**config.mk**
```make
export PLATFORM = sky130hd
export DESIGN_NAME = section_address_translator
export DESIGN_NICKNAME = d
export VERILOG_FILES = /design/src/sat_pkg.sv /design/src/section_address_translator.sv /design/src/sat_ram.sv /design/src/sat_match.sv
export SDC_FILE = /design/constraint.sdc
export NUM_CORES = 2
export LEC_CHECK = 0
export ABC_CLOCK_PERIOD_IN_PS = 8200
export BUFFER_PORTS_ARGS = -buffer_cell sky130_fd_sc_hd__buf_2
export CAP_MARGIN = 20
export CELL_PAD_IN_SITES_DETAIL_PLACEMENT = 0
export CELL_PAD_IN_SITES_GLOBAL_PLACEMENT = 2
export CORE_MARGIN = 10
export CORE_UTILIZATION = 43
export DETAILED_ROUTE_END_ITERATION = 12
export PLACE_DENSITY = 0.82
export SLEW_MARGIN = 10
export SYNTH_ARGS = -nofsm -noshare
export SYNTH_HDL_FRONTEND = slang
export SYNTH_SLANG_ARGS = --single-unit
```
**constraint.sdc**
```tcl
create_clock -name clk_i -period 8.2 [get_ports clk_i]
set_input_delay 0.82 -clock clk_i [delete_from_list [all_inputs] [get_ports clk_i]]
set_output_delay 0.82 -clock clk_i [all_outputs]
set_load 0.05 [all_outputs]
```
**src/sat_pkg.sv**
```systemverilog
package sat_pkg;

  // Table geometry.
  localparam int unsigned MaxSections = 16;
  localparam int unsigned IdxW        = $clog2(MaxSections);
  localparam int unsigned CntW        = $clog2(MaxSections + 1);

  // Fixed field widths.
  localparam int unsigned AddrW  = 32;
  localparam int unsigned SlotW  = 4;
  localparam int unsigned CountW = 5;

  // Command codes carried by an input beat.
  localparam logic CmdLoad   = 1'b0;
  localparam logic CmdLookup = 1'b1;

  // One table entry as stored: start, exclusive 33-bit end and the
  // precomputed difference file_pointer - start.
  typedef struct packed {
    logic [AddrW-1:0] start;
    logic [AddrW:0]   stop;
    logic [AddrW-1:0] delta;
  } sat_entry_t;

  // Answer of the compare unit for one entry.
  typedef struct packed {
    logic             hit;
    logic [AddrW-1:0] offset;
  } sat_match_t;

  // Sequencer states.
  typedef enum logic [2:0] {
    StIdle = 3'b001,
    StScan = 3'b010,
    StResp = 3'b100
  } sat_state_e;

endpackage

```
**src/section_address_translator.sv**
```systemverilog
// Channel  | Handshake                | Payload
// ---------+--------------------------+---------------------------------------------
// in       | in_valid_i / in_ready_o  | cmd, entry_index, section_start, raw_size,
//          |                          | virtual_size, file_pointer, lookup_address
// out      | out_valid_o / out_ready_i| file_offset, found
// cfg      | cfg_valid_i / cfg_ready_o| cfg_data_i (section_count)
//
// A load beat leaves the sequencer idle, so the block stays ready for the next beat.
// A lookup scans N = min(section_count, 16) entries and stops early on a hit:
// the single compare unit sees one table entry per cycle from the registered
// RAM read port.
// Reset clears the sequencer, the output valid flag and section_count; the
// table itself holds garbage until loaded. The result sits in an output
// register, so a stalled output only delays the end of the next lookup.
module section_address_translator (
  input  logic                          clk_i,
  input  logic                          rst_ni,
  // Configuration
  input  logic                          cfg_valid_i,
  output logic                          cfg_ready_o,
  input  logic [sat_pkg::CountW-1:0]    cfg_data_i,
  // Input items
  input  logic                          in_valid_i,
  output logic                          in_ready_o,
  input  logic                          cmd_i,
  input  logic [sat_pkg::SlotW-1:0]     entry_index_i,
  input  logic [sat_pkg::AddrW-1:0]     section_start_i,
  input  logic [sat_pkg::AddrW-1:0]     raw_size_i,
  input  logic [sat_pkg::AddrW-1:0]     virtual_size_i,
  input  logic [sat_pkg::AddrW-1:0]     file_pointer_i,
  input  logic [sat_pkg::AddrW-1:0]     lookup_address_i,
  // Results
  output logic                          out_valid_o,
  input  logic                          out_ready_i,
  output logic [sat_pkg::AddrW-1:0]     file_offset_o,
  output logic                          found_o
);
  import sat_pkg::*;

  localparam int unsigned EntryW = $bits(sat_entry_t);

  sat_state_e       state_q, state_d;
  logic [CountW-1:0] count_q;
  logic [CntW-1:0]  limit_q, limit_d;
  logic [CntW-1:0]  rd_idx_q, rd_idx_d;
  logic             pend_q, pend_d;
  logic [AddrW-1:0] addr_q, addr_d;
  logic [AddrW-1:0] res_off_q, res_off_d;
  logic             res_found_q, res_found_d;
  logic             out_valid_q;
  logic [AddrW-1:0] out_off_q;
  logic             out_found_q;

  logic             in_fire;
  logic             load_we;
  logic [AddrW-1:0] load_size;
  sat_entry_t       load_entry;
  logic [EntryW-1:0] rd_data;
  sat_entry_t       rd_entry;
  sat_match_t       match;
  logic             issue;
  logic             out_free;
  logic             resp_fire;

  // Configuration register, always writable.
  assign cfg_ready_o = 1'b1;

  always_ff @(posedge clk_i or negedge rst_ni) begin
    if (!rst_ni) begin
      count_q <= '0;
    end else if (cfg_valid_i) begin
      count_q <= cfg_data_i;
    end
  end

  // Input side and table load. The entry is stored with its end and its
  // offset difference already worked out.
  assign in_ready_o = (state_q == StIdle);
  assign in_fire    = in_valid_i && in_ready_o;
  assign load_we    = in_fire && (cmd_i == CmdLoad) &&
                      (32'(entry_index_i) < MaxSections);
  assign load_size  = (raw_size_i != '0) ? raw_size_i : virtual_size_i;

  always_comb begin
    load_entry.start = section_start_i;
    load_entry.stop  = {1'b0, section_start_i} + {1'b0, load_size};
    load_entry.delta = file_pointer_i - section_start_i;
  end

  sat_ram #(
    .Width (EntryW),
    .Depth (MaxSections)
  ) u_table (
    .clk_i   (clk_i),
    .we_i    (load_we),
    .waddr_i (IdxW'(entry_index_i)),
    .wdata_i (load_entry),
    .raddr_i (rd_idx_q[IdxW-1:0]),
    .rdata_o (rd_data)
  );

  assign rd_entry = sat_entry_t'(rd_data);

  sat_match u_match (
    .addr_i  (addr_q),
    .entry_i (rd_entry),
    .match_o (match)
  );

  // Scan sequencer: one read issued and one compare done per cycle.
  assign issue     = rd_idx_q < limit_q;
  assign out_free  = !out_valid_q || out_ready_i;
  assign resp_fire = (state_q == StResp) && out_free;

  always_comb begin
    state_d     = state_q;
    limit_d     = limit_q;
    rd_idx_d    = rd_idx_q;
    pend_d      = pend_q;
    addr_d      = addr_q;
    res_off_d   = res_off_q;
    res_found_d = res_found_q;
    unique case (state_q)
      StIdle: begin
        if (in_fire && (cmd_i == CmdLookup)) begin
          state_d  = StScan;
          addr_d   = lookup_address_i;
          rd_idx_d = '0;
          pend_d   = 1'b0;
          limit_d  = (32'(count_q) > MaxSections) ? CntW'(MaxSections)
                                                  : CntW'(count_q);
        end
      end
      StScan: begin
        if (pend_q && match.hit) begin
          state_d     = StResp;
          res_off_d   = match.offset;
          res_found_d = 1'b1;
        end else if (!issue) begin
          state_d     = StResp;
          res_off_d   = '0;
          res_found_d = 1'b0;
        end else begin
          rd_idx_d = rd_idx_q + 1'b1;
          pend_d   = 1'b1;
        end
      end
      StResp: begin
        if (out_free) begin
          state_d = StIdle;
        end
      end
      default: begin
        state_d = StIdle;
      end
    endcase
  end

  always_ff @(posedge clk_i or negedge rst_ni) begin
    if (!rst_ni) begin
      state_q  <= StIdle;
      limit_q  <= '0;
      rd_idx_q <= '0;
      pend_q   <= 1'b0;
    end else begin
      state_q  <= state_d;
      limit_q  <= limit_d;
      rd_idx_q <= rd_idx_d;
      pend_q   <= pend_d;
    end
  end

  always_ff @(posedge clk_i) begin
    addr_q      <= addr_d;
    res_off_q   <= res_off_d;
    res_found_q <= res_found_d;
  end

  // Output register holding one result beat.
  always_ff @(posedge clk_i or negedge rst_ni) begin
    if (!rst_ni) begin
      out_valid_q <= 1'b0;
    end else if (resp_fire) begin
      out_valid_q <= 1'b1;
    end else if (out_ready_i) begin
      out_valid_q <= 1'b0;
    end
  end

  always_ff @(posedge clk_i) begin
    if (resp_fire) begin
      out_off_q   <= res_off_q;
      out_found_q <= res_found_q;
    end
  end

  assign out_valid_o   = out_valid_q;
  assign file_offset_o = out_off_q;
  assign found_o       = out_found_q;

  // A miss always reports a zero offset.
  a_miss_zero: assert property (@(posedge clk_i) disable iff (!rst_ni)
    out_valid_o && !found_o |-> file_offset_o == '0)
    else $error("miss delivered with nonzero offset");

  // The read pointer never runs past the scan limit.
  a_idx_bound: assert property (@(posedge clk_i) disable iff (!rst_ni)
    rd_idx_q <= limit_q && 32'(limit_q) <= MaxSections)
    else $error("scan pointer beyond limit");

  // A lookup beat closes the input until its result is loaded into the output register.
  a_busy: assert property (@(posedge clk_i) disable iff (!rst_ni)
    in_valid_i && in_ready_o && cmd_i == CmdLookup |=> !in_ready_o)
    else $error("input reopened during lookup");

  // Leaving the response state always loads the output register.
  a_resp: assert property (@(posedge clk_i) disable iff (!rst_ni)
    state_q == StResp && out_free |=> out_valid_o && state_q == StIdle)
    else $error("result not delivered");

endmodule

```
**src/sat_ram.sv**
```systemverilog
module sat_ram #(
  parameter int unsigned Width = 8,
  parameter int unsigned Depth = 16
) (
  input  logic                     clk_i,
  input  logic                     we_i,
  input  logic [$clog2(Depth)-1:0] waddr_i,
  input  logic [Width-1:0]         wdata_i,
  input  logic [$clog2(Depth)-1:0] raddr_i,
  output logic [Width-1:0]         rdata_o
);

  logic [Width-1:0] mem_q [Depth];
  logic [Width-1:0] rdata_q;

  // One write port and one registered read port.
  always_ff @(posedge clk_i) begin
    if (we_i) begin
      mem_q[waddr_i] <= wdata_i;
    end
    rdata_q <= mem_q[raddr_i];
  end

  assign rdata_o = rdata_q;

endmodule

```
**src/sat_match.sv**
```systemverilog
module sat_match (
  input  logic [sat_pkg::AddrW-1:0] addr_i,
  input  sat_pkg::sat_entry_t       entry_i,
  output sat_pkg::sat_match_t       match_o
);
  import sat_pkg::*;

  logic ge_start;
  logic lt_stop;

  // The address hits when it lies in [start, stop); the offset is the
  // address plus the stored difference, wrapping at 32 bits.
  assign ge_start       = addr_i >= entry_i.start;
  assign lt_stop        = {1'b0, addr_i} < entry_i.stop;
  assign match_o.hit    = ge_start && lt_stop;
  assign match_o.offset = addr_i + entry_i.delta;

endmodule

```
==> summary.txt <==
Outcome
  – Outcome: finished clean

Clock tree
  – Root Buffer Master: sky130_fd_sc_hd__clkbuf_16
  – # resized after CTS: 0
  – H-tree levels: 4
  – Max Buffers Root-to-Sink: 3
  – CTS clk-pin slew, worst paths: 60 ps
  – Clock latency reported for the late side of the worst-skew pair: 820 ps
  – Number of CTS-inserted buffers: 177
  – Clock tree from TritonCTS: built
  – CTS sink cnt: 1767

Synth
  – Fraction of the mapped netlist area in compound gates: 0.0751
  – Asr flop ratio synth: 0.0113
  – Portion of netlist area occupied by mux cells: 0.118
  – Seq cells post-synth: 1767
  – Sequential element share of the synthesized area: 0.724
  – Netlist area before placement: 0.0718 mm^2
  – Number of instances in the synthesized netlist: 4164
  – Number of library cell types mapped by synthesis: 84
  – Fraction of the mapped netlist area in adder cells: 0.0291
  – Xor/xnor cell area share of the yosys netlist: 0.00903
  – Commonest register cell after synthesis: sky130_fd_sc_hd__edfxtp_1
  – Average instance area after synthesis: 17.2 um^2
  – Net count of the mapped netlist: 4504
  – Synthesized-area fraction occupied by and/or/nand/nor cells: 0.0278
  – Largest family of logic cells by synthesized area: multiplexers
  – Post-synth EDFFs: 1650
  – YS warnings: 0

Detailed routing
  – Vias per cell: 5.81
  – Vias: 39577
  – Avg WL per Cell: 29.8 um
  – Routed Antenna Nets: 0
  – Detailed Route WL: 203 mm
  – Number of DRC markers after the initial detailed-route iteration: 4217
  – Count of unresolved DRC violations after routing: 0
  – Count of TritonRoute iterations in the first routing pass: 5

Floorplanning
  – Floorplan die area: 0.184 mm^2
  – Die H: 429 um
  – Core Footprint: 0.166 mm^2
  – Io pins: 211
  – Die extent in x: 429 um
  – Num rows: 149
  – Starting density of the core: 0.434

Placement
  – Number of buffers added on ports: 209
  – Total placed cells including tap cells: 6451
  – Detailed placement HPWL: 119 mm
  – Routability Congestion: 0.815
  – Placement Cell Area: 0.0757 mm^2

STA
  – Max Transition Viols Final: 0
  – Number of endpoints with negative hold slack in the final report: 0
  – Time the worst path needs with I/O delays and setup: 5540 ps
  – Upper clock frequency limit: 0.181 GHz
  – Final number of setup-violating endpoints: 0
  – Setup repair after global routing missed its margin: false
  – Fin Clk Skew: 32.5 ps
  – Relative slew slack: 0.208
  – Slew at the pin closest to its max-slew limit: 1190 ps
  – Sum of negative setup slack: 0 ps
  – Share of the clock period used by the worst path after layout: 0.675

Layout
  – Area of all placed cells without fillers: 0.0819 mm^2
  – Total area of multi-input combinational cells: 0.0189 mm^2
  – Net count of the finished layout: 4808
  – Combined flip-flop and latch cell area: 0.0520 mm^2
  – Commonest cells after routing, fill and taps aside: 1650 x sky130_fd_sc_hd__edfxtp_1, 294 x sky130_fd_sc_hd__mux2i_1, 238 x sky130_fd_sc_hd__o21ai_0
  – Proportion of layout cells with a drive suffix above 1: 0.199
  – Final non-filler cell total: 6815
  – Commonest non-fill, non-tap cell in the layout: sky130_fd_sc_hd__edfxtp_1
  – FILL cells: 13613
  – Area growth, synth to finish: 14.0%

Worst setup path
  – Launch point of the critical path: raw_size_i[23]
  – Max Fanout on Critical Path: 17
  – Critical Path Sink Type: register
  – Worst EP arrival: 6010 ps
  – Worst reg2reg path startpoint: addr_q[18]
  – Crit path required time: 8670 ps
  – Launching element type of the critical path: input port
  – Start-to-end type of the worst setup path: in -> reg

Pwr
  – Final Total Pwr: 0.0216 W
  – VDD IR max: 0.218 mV
  – Ratio of total power to cell area: 264 mW/mm^2
  – Leakage power figure: 27.5 nW

Global route
  – Vias in the first global route: 39030
  – Remaining global-route overflow: 0
  – Tot GR Track Use: 0.215
  – First-pass GRT wire length: 288 mm
  – Initial antenna violation count: 31
  – Largest net degree at the start of global routing: 109

Worst hold path
  – Path class of the lowest-slack min-delay path: in -> reg
  – Min-Delay Startpoint: lookup_address_i[11]

Run
  – MaxCap Viol Count: 0
[critical path: stages]
cell,delay (ps)
sky130_fd_sc_hd__buf_2,110
sky130_fd_sc_hd__nor4_1,830
sky130_fd_sc_hd__nand4_1,470
sky130_fd_sc_hd__nor2_2,610
sky130_fd_sc_hd__buf_4,380
sky130_fd_sc_hd__a21o_1,230
sky130_fd_sc_hd__ha_1,230
sky130_fd_sc_hd__nand3_1,180
sky130_fd_sc_hd__nor2_1,140
sky130_fd_sc_hd__o2111ai_1,290
sky130_fd_sc_hd__a21o_1,310
sky130_fd_sc_hd__a21boi_1,190
sky130_fd_sc_hd__nor3_1,90
sky130_fd_sc_hd__o31ai_1,280
sky130_fd_sc_hd__xor2_1,810
[cell families (layout without fill, tap and decap cells)]
logic type / Yosys count / count (layout)
AO/OA/AOI/OAI: 834 / 834
XOR/XNOR: 74 / 74
buffers and inverters: 310 / 764
flip-flops: 1767 / 1767
AND/OR/NAND/NOR: 422 / 422
adder cells (fa/ha/maj): 165 / 165
other: 1 / 9
multiplexers: 591 / 591
[final timing paths]
| kind | slack (ps) | cells after the start | endpoint |
|---|---|---|---|
| min in group asynchronous | 570 | 2 | pend_q |
| worst min-delay path | 190 | 1 | addr_q[11] |
| worst max-delay path | 2660 | 15 | u_table.mem_q[13][63] |
| worst max register to register | 3760 | 10 | res_off_q[28] |
| worst min register to register | 410 | 0 | file_offset_o[1] |
| max in group asynchronous | 7200 | 2 | rd_idx_q[3] |
[registers in the layout (all words and copies together) (netlist names)]
signal and cells:
out_valid_o 1, found_o 1, rd_idx_q 5, res_found_q 1, count_q 5, pend_q 1
limit_q 5, file_offset_o 32, state_q 3, u_table.mem_q 1552, u_table.rdata_o 97, addr_q 32
res_off_q 32
[per-stage QoR]
step            util  hold WS, ps  setup slack, ps
2_1_floorplan      -          400             1080
3_3_place_gp   0.457          402             1630
3_5_place_dp   0.458          405             1530
4_1_cts        0.493          120             2410
5_1_grt        0.494          160             2270
6_report       0.494          189             2660
[repair_timing]
item	4_1_cts	5_1_grt
hold endpoints to repair	19	0
hold buffers	1	0
buffers inserted	0	0
[where the power goes]
part           leakage, nW  switching (W)  internal [W]  total, W
clock                 2.81        0.00340       0.00466   0.00807
combinational         8.74        0.00179       0.00129   0.00308
sequential            16.0       0.000151        0.0103    0.0105
total                 27.5        0.00534        0.0163    0.0216
[Yosys cell counts, types with 9 or more instances]
library cell / number / share of area
sky130_fd_sc_hd__buf_2: 24 / 0.0017
sky130_fd_sc_hd__nand3_1: 24 / 0.0017
sky130_fd_sc_hd__nor2b_1: 18 / 0.0016
sky130_fd_sc_hd__mux2i_1: 294 / 0.041
sky130_fd_sc_hd__buf_1: 29 / 0.0015
sky130_fd_sc_hd__o21ai_1: 14 / 0.00098
sky130_fd_sc_hd__xnor2_1: 50 / 0.0061
sky130_fd_sc_hd__clkbuf_1: 125 / 0.0065
sky130_fd_sc_hd__ha_1: 162 / 0.028
sky130_fd_sc_hd__and3_1: 12 / 0.0010
sky130_fd_sc_hd__a211oi_1: 11 / 0.0012
sky130_fd_sc_hd__a221oi_1: 99 / 0.012
sky130_fd_sc_hd__o21a_1: 16 / 0.0017
sky130_fd_sc_hd__o21ai_0: 238 / 0.017
sky130_fd_sc_hd__dfrtp_1: 19 / 0.0066
sky130_fd_sc_hd__mux4_2: 194 / 0.061
sky130_fd_sc_hd__dfxtp_1: 97 / 0.027
sky130_fd_sc_hd__nand2b_1: 16 / 0.0014
sky130_fd_sc_hd__nor4_1: 14 / 0.0012
sky130_fd_sc_hd__nand2_1: 157 / 0.0082
sky130_fd_sc_hd__inv_1: 129 / 0.0067
sky130_fd_sc_hd__a21o_1: 96 / 0.010
sky130_fd_sc_hd__nor3_1: 21 / 0.0015
sky130_fd_sc_hd__mux2_2: 103 / 0.016
sky130_fd_sc_hd__a21oi_1: 181 / 0.013
sky130_fd_sc_hd__a22oi_1: 97 / 0.010
sky130_fd_sc_hd__nand4_1: 18 / 0.0016
sky130_fd_sc_hd__xor2_1: 24 / 0.0029
sky130_fd_sc_hd__edfxtp_1: 1650 / 0.69
sky130_fd_sc_hd__a31oi_1: 10 / 0.00087
sky130_fd_sc_hd__and2_1: 10 / 0.00087
sky130_fd_sc_hd__o21bai_1: 9 / 0.00094
sky130_fd_sc_hd__nor2_1: 101 / 0.0053
[final cells by class]
| cell class | instances | area share |
|---|---|---|
| clock buffers | 245 | 0.0599 |
| multi-input cells | 2087 | 0.231 |
| inverters | 130 | 0.00596 |
| flip-flops and latches | 1767 | 0.635 |
| well taps | 2189 | 0.0335 |
| diodes | 8 | 0.000245 |
| repair buffers | 305 | 0.0236 |
| clock inverters | 84 | 0.0110 |
[per-layer routing]
| layer | wire length [um] | up-vias | global-route usage |
|---|---|---|---|
| met1 | 81600 | 20339 | 0.285 |
| met3 | 15800 | 308 | 0.0419 |
| li1 | - | 17275 | - |
| met4 | 5590 | 24 | 0.0648 |
| met5 | 160 | - | 0 |
| met2 | 99600 | 1631 | 0.359 |
Note: power is estimated with default switching activity, not from simulation.
